## src/sv/crrs_pkg.sv

```systemverilog
// ----------------------------------------------------------------------------
// crrs_pkg
// Sizes, codes, controller states, datapath commands and queue addressing
// for the container round-robin scheduler.
// ----------------------------------------------------------------------------
package crrs_pkg;

  localparam int MAX_CONTAINERS = 16;
  localparam int QUEUE_DEPTH    = 16;
  localparam int TASK_ID_BITS   = 16;

  localparam int SLOT_W    = $clog2(MAX_CONTAINERS);
  localparam int POS_W     = $clog2(QUEUE_DEPTH);
  localparam int CNT_W     = $clog2(QUEUE_DEPTH + 1);
  localparam int RAM_DEPTH = MAX_CONTAINERS * QUEUE_DEPTH;
  localparam int ADDR_W    = $clog2(RAM_DEPTH);
  localparam int TASK_W    = TASK_ID_BITS;

  typedef enum logic [1:0] {
    REQ_CREATE = 2'd0,
    REQ_SWITCH = 2'd1,
    REQ_DELETE = 2'd2,
    REQ_NOP    = 2'd3
  } req_t;

  typedef enum logic [2:0] {
    STAT_DONE     = 3'd0,
    STAT_NO_CONT  = 3'd1,
    STAT_NO_TASK  = 3'd2,
    STAT_FULL     = 3'd3,
    STAT_SOLE     = 3'd4
  } status_t;

  typedef enum logic [4:0] {
    ST_IDLE, ST_KEY_SCAN, ST_CREATE, ST_DEL_EVAL, ST_DEL_RD, ST_DEL_CMP,
    ST_DEL_HIT, ST_SW_SLOT, ST_SW_RD, ST_SW_CMP, ST_SW_EVAL, ST_SH_CHK,
    ST_SH_RD, ST_SH_WR, ST_SH_END, ST_WAKE_RD, ST_WAKE_CAP, ST_DONE
  } ctrl_state_t;

  typedef enum logic [4:0] {
    OP_NONE, OP_LOAD, OP_KEY_STEP, OP_CREATE, OP_DEL_EVAL, OP_TASK_RD,
    OP_DEL_CMP, OP_DEL_HIT, OP_SW_SEL, OP_S_INC, OP_SW_CMP, OP_SW_EVAL,
    OP_SH_RD, OP_SH_WR, OP_SH_END, OP_WAKE_RD, OP_WAKE_CAP, OP_PUBLISH
  } dp_op_t;

  typedef struct packed {
    dp_op_t op;
  } dp_cmd_t;

  typedef struct packed {
    req_t req;
    logic s_last;
    logic slot_ok;
    logic match;
    logic i_last;
    logic best_hit;
    logic best_single;
    logic bpos_zero;
    logic key_hit;
    logic key_single;
    logic sh_more;
  } dp_status_t;

  function automatic logic [POS_W-1:0] next_pos(logic [POS_W-1:0] head);
    return (head == POS_W'(QUEUE_DEPTH - 1)) ? '0 : head + POS_W'(1);
  endfunction

  function automatic logic [ADDR_W-1:0] qaddr(logic [SLOT_W-1:0] slot,
                                              logic [POS_W-1:0]  head,
                                              logic [CNT_W-1:0]  idx);
    logic [CNT_W:0]   sum;
    logic [POS_W-1:0] pos;
    sum = (CNT_W+1)'(head) + (CNT_W+1)'(idx);
    if (sum >= (CNT_W+1)'(QUEUE_DEPTH)) sum = sum - (CNT_W+1)'(QUEUE_DEPTH);
    pos = sum[POS_W-1:0];
    return ADDR_W'(slot) * ADDR_W'(QUEUE_DEPTH) + ADDR_W'(pos);
  endfunction

endpackage

```

## src/sv/crrs_ctrl.sv

```systemverilog
// ----------------------------------------------------------------------------
// crrs_ctrl
// Request sequencer: walks the container table and queues through the
// datapath and owns the input and result handshakes.
// ----------------------------------------------------------------------------
module crrs_ctrl import crrs_pkg::*; (
  input  logic       clk,
  input  logic       rst_n,
  input  logic       in_valid,
  output logic       in_ready,
  input  logic [1:0] in_req_type,
  output logic       out_valid,
  input  logic       out_ready,
  input  dp_status_t st,
  output dp_cmd_t    cmd
);

  ctrl_state_t state_r, state_nxt;
  logic        out_valid_r, out_valid_nxt;

  always_ff @(posedge clk) begin
    if (!rst_n) begin
      state_r     <= ST_IDLE;
      out_valid_r <= 1'b0;
    end else begin
      state_r     <= state_nxt;
      out_valid_r <= out_valid_nxt;
    end
  end

  always_comb begin
    state_nxt = state_r;
    unique case (state_r)
      ST_IDLE: begin
        if (in_valid) begin
          unique case (req_t'(in_req_type))
            REQ_CREATE, REQ_DELETE: state_nxt = ST_KEY_SCAN;
            REQ_SWITCH:             state_nxt = ST_SW_SLOT;
            REQ_NOP:                state_nxt = ST_DONE;
            default:                state_nxt = ST_DONE;
          endcase
        end
      end
      ST_KEY_SCAN: begin
        if (st.s_last) state_nxt = (st.req == REQ_CREATE) ? ST_CREATE : ST_DEL_EVAL;
      end
      ST_CREATE:   state_nxt = ST_DONE;
      ST_DEL_EVAL: state_nxt = (!st.key_hit || st.key_single) ? ST_DONE : ST_DEL_RD;
      ST_DEL_RD:   state_nxt = ST_DEL_CMP;
      ST_DEL_CMP: begin
        priority if (st.match) state_nxt = ST_DEL_HIT;
        else if (st.i_last)    state_nxt = ST_DONE;
        else                   state_nxt = ST_DEL_RD;
      end
      ST_DEL_HIT:  state_nxt = st.bpos_zero ? ST_WAKE_RD : ST_SH_CHK;
      ST_SW_SLOT: begin
        if (st.slot_ok)     state_nxt = ST_SW_RD;
        else if (st.s_last) state_nxt = ST_SW_EVAL;
      end
      ST_SW_RD:    state_nxt = ST_SW_CMP;
      ST_SW_CMP: begin
        if (st.match || st.i_last) state_nxt = st.s_last ? ST_SW_EVAL : ST_SW_SLOT;
        else                       state_nxt = ST_SW_RD;
      end
      ST_SW_EVAL: begin
        priority if (!st.best_hit || st.best_single) state_nxt = ST_DONE;
        else if (st.bpos_zero)                       state_nxt = ST_WAKE_RD;
        else                                         state_nxt = ST_SH_CHK;
      end
      ST_SH_CHK:   state_nxt = st.sh_more ? ST_SH_RD : ST_SH_END;
      ST_SH_RD:    state_nxt = ST_SH_WR;
      ST_SH_WR:    state_nxt = ST_SH_CHK;
      ST_SH_END:   state_nxt = ST_WAKE_RD;
      ST_WAKE_RD:  state_nxt = ST_WAKE_CAP;
      ST_WAKE_CAP: state_nxt = ST_DONE;
      ST_DONE: begin
        if (!out_valid_r || out_ready) state_nxt = ST_IDLE;
      end
      default:     state_nxt = ST_IDLE;
    endcase
  end

  always_comb begin
    cmd.op        = OP_NONE;
    in_ready      = 1'b0;
    out_valid_nxt = out_valid_r && !out_ready;
    unique case (state_r)
      ST_IDLE: begin
        in_ready = 1'b1;
        if (in_valid) cmd.op = OP_LOAD;
      end
      ST_KEY_SCAN: cmd.op = OP_KEY_STEP;
      ST_CREATE:   cmd.op = OP_CREATE;
      ST_DEL_EVAL: cmd.op = OP_DEL_EVAL;
      ST_DEL_RD:   cmd.op = OP_TASK_RD;
      ST_DEL_CMP:  cmd.op = OP_DEL_CMP;
      ST_DEL_HIT:  cmd.op = OP_DEL_HIT;
      ST_SW_SLOT:  cmd.op = st.slot_ok ? OP_SW_SEL : OP_S_INC;
      ST_SW_RD:    cmd.op = OP_TASK_RD;
      ST_SW_CMP:   cmd.op = OP_SW_CMP;
      ST_SW_EVAL:  cmd.op = OP_SW_EVAL;
      ST_SH_CHK:   cmd.op = OP_NONE;
      ST_SH_RD:    cmd.op = OP_SH_RD;
      ST_SH_WR:    cmd.op = OP_SH_WR;
      ST_SH_END:   cmd.op = OP_SH_END;
      ST_WAKE_RD:  cmd.op = OP_WAKE_RD;
      ST_WAKE_CAP: cmd.op = OP_WAKE_CAP;
      ST_DONE: begin
        if (!out_valid_r || out_ready) begin
          cmd.op        = OP_PUBLISH;
          out_valid_nxt = 1'b1;
        end
      end
      default:     cmd.op = OP_NONE;
    endcase
  end

  assign out_valid = out_valid_r;

endmodule

```

## config.mk

```make
export PLATFORM = sky130hd
export DESIGN_NAME = crrs_ctrl
export DESIGN_NICKNAME = d
export VERILOG_FILES = /design/src/sv/crrs_pkg.sv /design/src/sv/crrs_ctrl.sv
export SDC_FILE = /design/constraint.sdc
export NUM_CORES = 1
export LEC_CHECK = 0
export ABC_AREA = 0
export BUFFER_PORTS_ARGS = -buffer_cell sky130_fd_sc_hd__buf_4
export CAP_MARGIN = 10
export CORE_MARGIN = 2
export CORE_UTILIZATION = 52
export CTS_BUF_LIST = sky130_fd_sc_hd__clkbuf_2
export CTS_CLUSTER_SIZE = 28
export DETAILED_ROUTE_END_ITERATION = 6
export PLACE_DENSITY = 0.79
export SETUP_SLACK_MARGIN = 0.5
export SLEW_MARGIN = 0
export SYNTH_ARGS = -nofsm -noshare
export SYNTH_HDL_FRONTEND = slang
export SYNTH_SLANG_ARGS = --single-unit
export TNS_END_PERCENT = 20
```

## constraint.sdc

```tcl
create_clock -name clk -period 2.1 [get_ports clk]
set_clock_uncertainty 0.15 [all_clocks]
set_input_delay 0.42 -clock clk [delete_from_list [all_inputs] [get_ports clk]]
set_output_delay 0.42 -clock clk [all_outputs]
set_load 0.05 [all_outputs]
```

==> metrics.md, run 1 <==
| Metric | Value |
|---|---|
| Vias per cell | slightly below 8 |
| Placer Congestion | 0.891 |
| Post-synthesis adder-cell area fraction | 0 |
| Cell Area, Synth | a little under 800 sq um |
| WP buf/inv | 2 |
| Sequential share of the synthesized area | 0.153 |
| Hold Vio Cnt, Final | 0 |
| Initial Utilization | 0.540 |
| Max-cap check violation count | 0 |
| Worst-path cell chain | buf_4 > a21oi_2 > a21oi_1 > o21ai_1 > o211ai_1 > buf_4 |
| Slowest cell on crit path | dfxtp_4 |
| # setup viols final | 2 |
| P per Cell Area | between 1500 and 2000 nW/um^2 |
| Clock Latency Late Sink | roughly 240 ps |
| Hold-fix buffers at CTS | 0 |
| Syn_nets | 133 |
| TritonCTS buffer count | 3 |
| Drt first pass iters | 6 |
| CP endpoint kind | output port |
| CP most frequent cell | buf_4 |
| Final core utilization | 0.943 |
| WP data required | between 1500 and 2000 ps |
| P_leak | roughly 0.57 nW |
| Final layout net count | ~180 |
| Violated checks | negative setup slack |
| Post-synth ARST share | 0 |
| Top cell family by delay on the critical path | compound AO/OA/AOI/OAI gates |
| FP Rows | 14 |
| Area occupied by multi-input gates | around 750 sq um |
| Hold WC Path Type | in -> reg |
| Post-synth top area share | 0.153 |
| DP Wirelength | approximately 1800 um |
| Max rail drop VDD | 1.04 mV |
| Setup Total Neg Slack | -73.8 ps |
| Initial antenna violation count | 0 |
| Status | finished, violations left |
| Synth warn | 0 |
| Primary FF master, synth | dfxtp_1 |
| CP Class | reg -> out |
| Dominant cell type by area after synthesis | dfxtp_1 |
| Storage element area | about 140 sq um |
| Worst-margin pin slew | roughly 430 ps |
| Top-count cell post-synth | nor2_1 |
| DRC | 0 |
| Yosys reg bits | 6 |
| Crit path arrival time | 1590 ps |
| CTS tree | yes |
| First-pass GRT wire length | approximately 5600 um |
| CTS clock-pin slew for the worst setup and hold paths | 100 ps |
| Vias in the first global route | 1,120 |
| Vias after detailed routing | 1,364 |
| Top-Level Pins | 25 |
| Dpl ws | around 37 ps |
| CTS max path bufs | 2 |
| Simple-gate share of the synthesized area | 0.409 |
| Share of cells above drive strength 1 | 0.534 |
| Avg Inst Size Synth | between 6 and 7 sq um |
| Routed wire length | roughly 4700 um |
| Pin count of the biggest net entering global routing | 14 |
| Period minus WS final | about 2200 ps |
| Die area | 1840 sq um |
| ANT nets after route | 0 |
| CP peak stage delay | 420 ps |
| GRT Util Overall | 0.416 |
| Commonest cells in the netlist | nor2_1 (15), a21oi_1 (10), nand2_1 (10) |
| GRT overflow | 0 |
| DR WL/cell | between 20 and 30 um |
| Antenna cells | 0 |
| IO buf count | 24 |
| # fillers | 47 |
| Relative slew slack | 0.708 |
| Top cells by area, synth | dfxtp_1 (15%), nor2_1 (7.2%), a21oi_1 (6.4%) |
| Die X | around 43 um |
| Period utilization | 1.03 |
| Peak Freq | around 460 MHz |
| Iter 0 DRT Violations | ~190 |
| Synth Area in XOR/XNOR | 0.0111 |
| Slew Viols, Final | 0 |
| Synth Instances | between 100 and 150 |
| Startpoint Class | flop |
| CTS sink cnt | 6 |
| RSZ-0062 raised after global routing | true |
| Largest family of logic cells by synthesized area | simple AND/OR/NAND/NOR gates |
| Post-synthesis cell type count | 44 |
| Post-synth EDFFs | 0 |
| Htree depth | 1 |
| Core Footprint | ~1500 sq um |
| Die height | 42.9 um |
| Mux share of post-synthesis cell area | 0 |
| Largest fanout on the critical path | 7 |
| Layout overhead on the synthesized area | 74.5% |
| Final WS setup | -64.6 ps |
| Synth Area in Compound Gates | 0.342 |
| Clk root buf | clkbuf_2 |
layout make-up:
type,instances,share of cell area
clock buffer,3,0.0109
sequential,6,0.0995
timing repair buffer,51,0.309
multi-input combinational,95,0.547
inverter,6,0.0192
tap,16,0.0146
placed cells by master, fill, tap and decap left out, drive strengths merged, types with 2 or more instances in the layout:
master and n:
o22ai 3, inv 5, a21oi 11, a21o 2, nor3b 3, buf 51
o21a 2, o31a 2, a32oi 2, o211ai 2, clkbuf 3, o21ai 5
nor3 3, dfxtp 6, nor2 15, nand3 4, nand3b 4, nand2b 2
nor2b 6, or2 2, nand2 10
final timing paths:
path	start	endpoint	slack [ps]	cells past startpoint
max reg2reg	state_r[4]	state_r[2]	50	6
min	rst_n	state_r[4]	420	3
max	state_r[2]	cmd[0]	-60	6
min reg2reg	state_r[4]	state_r[3]	490	1
worst register-to-register path, delay by kind of cell (launching register included):
| kind | cells | cell delay [ps] |
|---|---|---|
| buffers and inverters | 1 | 220 |
| AOI/OAI and AO/OA | 2 | 350 |
| DFF | 1 | 420 |
| and+or+nand+nor | 3 | 850 |
power breakdown:
group	switching [mW]	internal, mW	total [mW]
Clock	0.0582	0.0390	0.0972
Sequential	0.0801	0.158	0.239
Combinational	1.10	0.776	1.87
Total	1.23	0.973	2.21
cells by family after synthesis:
| kind of cell | count (synthesis) |
|---|---|
| flip-flops | 6 |
| AO/OA/AOI/OAI | 37 |
| buffers and inverters | 14 |
| AND/OR/NAND/NOR | 57 |
| XOR/XNOR | 1 |
layer usage:
| layer | global-route usage | share of wire | vias up | wire, um |
|---|---|---|---|---|
| met1 | 0.527 | 0.30 | 581 | 1420 |
| met5 | 0 | 0 | - | 0 |
| met4 | 0.194 | 0.12 | 0 | 541 |
| met2 | 0.679 | 0.41 | 185 | 1920 |
| li1 | - | - | 515 | - |
| met3 | 0.0681 | 0.17 | 83 | 801 |
state kept, by name (all words and copies together), names as in the netlist:
signal and flops:
state_r 5, out_valid 1
timing repair:
item,in CTS,in global routing
pin swaps,8,15
endpoints found under the setup margin,11,11
setup buffers,18,2
resized for setup,33,17
metrics by stage:
stage	instances	instance area [sq um]	power, mW	hold WS (ps)
4_1_cts	175	1280	1.82	354
6_report	177	1370	2.21	419
3_5_place_dp	154	1050	1.42	489
5_1_grt	177	1370	2.23	428
2_1_floorplan	115	850	1.13	464
3_3_place_gp	154	1050	1.41	483
No activity file was read; power rests on OpenSTA's default activity.
==> run 2: changes to the inputs <==
--- a/config.mk
+++ b/config.mk
@@ -9,12 +9,13 @@
 export BUFFER_PORTS_ARGS = -buffer_cell sky130_fd_sc_hd__buf_4
 export CAP_MARGIN = 10
 export CORE_MARGIN = 2
-export CORE_UTILIZATION = 52
+export CORE_UTILIZATION = 47
 export CTS_BUF_LIST = sky130_fd_sc_hd__clkbuf_2
 export CTS_CLUSTER_SIZE = 28
 export DETAILED_ROUTE_END_ITERATION = 6
-export PLACE_DENSITY = 0.79
+export PLACE_DENSITY = 0.76
 export SETUP_SLACK_MARGIN = 0.5
+export SKIP_CTS_REPAIR_TIMING = 1
 export SLEW_MARGIN = 0
 export SYNTH_ARGS = -nofsm -noshare
 export SYNTH_HDL_FRONTEND = slang
==> constraint.sdc (replaced) <==
create_clock -name clk -period 1.99 [get_ports clk]
set_clock_uncertainty 0.15 [all_clocks]
set_input_delay 0.398 -clock clk [delete_from_list [all_inputs] [get_ports clk]]
set_output_delay 0.398 -clock clk [all_outputs]
set_load 0.05 [all_outputs]
==> metrics.md, run 2 (synthesized netlist as in run 1, its figures left out) <==
| Metric | Value |
|---|---|
| CTS max path bufs | 2 |
| # fillers | 92 |
| Final Instance Area | about 1200 sq um |
| CP Class | reg -> out |
| P per Cell Area | ~1600 nW/um^2 |
| Top cell family by delay on the critical path | buffers and inverters |
| Max-cap check violation count | 0 |
| Initial Utilization | 0.510 |
| DP Wirelength | 1870 um |
| CP endpoint kind | output port |
| Relative slew slack | 0.750 |
| Commonest non-fill, non-tap cell in the layout | buf_4 |
| WP buf/inv | 3 |
| Top-Level Pins | 25 |
| Drt first pass iters | 4 |
| Vias after detailed routing | around 1,100 |
| Hold Vio Cnt, Final | 0 |
| Dpl ws | -0.986 ps |
| Grt met3 use | 0.0240 |
| WP data required | roughly 1400 ps |
| GRT Util Overall | 0.257 |
| FP Rows | 14 |
| Largest fanout on the critical path | 16 |
| Layout Cells excl Fill | 170 |
| Worst-margin pin slew | 373 ps |
| Pin count of the biggest net entering global routing | 20 |
| CTS sink cnt | 6 |
| Period minus WS final | 2010 ps |
| Cell Area, Placed | 1110 sq um |
| DRC | 0 |
| Met2 usage | 0.435 |
| Iter 0 DRT Violations | between 50 and 60 |
| IO buf count | 24 |
| Leading cell types in the layout, fill and taps excluded | buf_4 (40), nor2_1 (11), nand2_1 (10), a21oi_1 (10) |
| Pwr Total | 1.94 mW |
| Violated checks | negative setup slack |
| Vias per cell | ~6.5 |
| Startpoint Class | flop |
| DR WL/cell | approximately 17 um |
| Share of cells above drive strength 1 | 0.461 |
| Htree depth | 1 |
| Hold WC Path Type | in -> reg |
| ANT nets after route | 0 |
| TritonCTS buffer count | 3 |
| Setup Total Neg Slack | -23.0 ps |
| Crit path arrival time | 1470 ps |
| Slowest cell on crit path | dfxtp_2 |
| Placer Congestion | 0.877 |
| Number of cells after detailed placement | ~160 |
| CTS tree | yes |
| Layout overhead on the synthesized area | 58.6% |
| Hold WS | between 300 and 400 ps |
| Die height | roughly 45 um |
| Routed wire length | a little under 3000 um |
| Die area | just over 2000 sq um |
| Final WS setup | -23.0 ps |
| R2R cell count | 6 |
| Max reg flops | 5 |
| Worst-path cell chain | buf_12 > nor2_4 > nand3_4 > clkinvlp_4 > nand2_1 > o211ai_1 > buf_4 |
| Final core utilization | 0.808 |
| Hold Path Depth | 3 |
| Antenna cells | 0 |
| Period utilization | 1.01 |
| Initial antenna violation count | 0 |
| Clock Latency Late Sink | 230 ps |
| Peak Freq | roughly 500 MHz |
| First-pass GRT wire length | approximately 3800 um |
| Slew Viols, Final | 0 |
| P_leak | 0.517 nW |
| Max rail drop VDD | ~1.2 mV |
| Core Footprint | between 1500 and 2000 sq um |
| Status | finished, violations left |
| Most Used Layer, Global Route | met2 |
| Instance count on the critical path | 7 |
| CTS clock-pin slew for the worst setup and hold paths | approximately 80 ps |
| CP peak stage delay | approximately 330 ps |
| Vias in the first global route | 862 |
| GRT overflow | 0 |
| Clk root buf | clkbuf_2 |
| RSZ-0062 raised after global routing | true |
| Final layout net count | roughly 170 |
| M1 GR Usage | 0.345 |
| Die X | 44.9 um |
| Biggest register | state_r |
| # setup viols final | 1 |
==> run 2: changes by cell type in the layout (fill, tap and decap cells not counted), sizes merged <==
| cell | before | now |
|---|---|---|
| buf | 51 | 44 |
==> run 2: metal layers <==
layer | up-vias | share of wire
met3 | 12 | 0.10
met5 | - | 0
li1 | 502 | -
met2 | 87 | 0.49
met4 | 0 | 0.023
met1 | 509 | 0.38
==> run 2: report_power, final <==
group          leakage, nW  internal (mW)  switching [mW]
combinational        0.453          0.697           0.916
sequential          0.0519          0.166          0.0725
clock               0.0125         0.0410          0.0502
==> run 2: layout make-up <==
class	count	area [sq um]	share of cell area
clock buffer	3	15.0	0.0120
sequential	6	134	0.107
tap	16	20.0	0.0161
inverter	6	26.3	0.0211
timing repair buffer	44	363	0.291
multi-input combinational	95	688	0.552
==> run 2: worst reg2reg max path, stage by stage (launching register included) <==
cell     delay [ps]
dfxtp_4         390
buf_4           170
or4_4           550
nor2_2          120
nor3_1           50
a221o_1         330
a21oi_2         140
==> run 2: path summary, 6_finish.rpt <==
check	end	slack, ps	start
worst max register to register	state_r[4]	30	state_r[1]
worst max-delay path	cmd[0]	-20	state_r[2]
worst min-delay path	state_r[4]	340	rst_n
worst min register to register	state_r[0]	390	state_r[0]
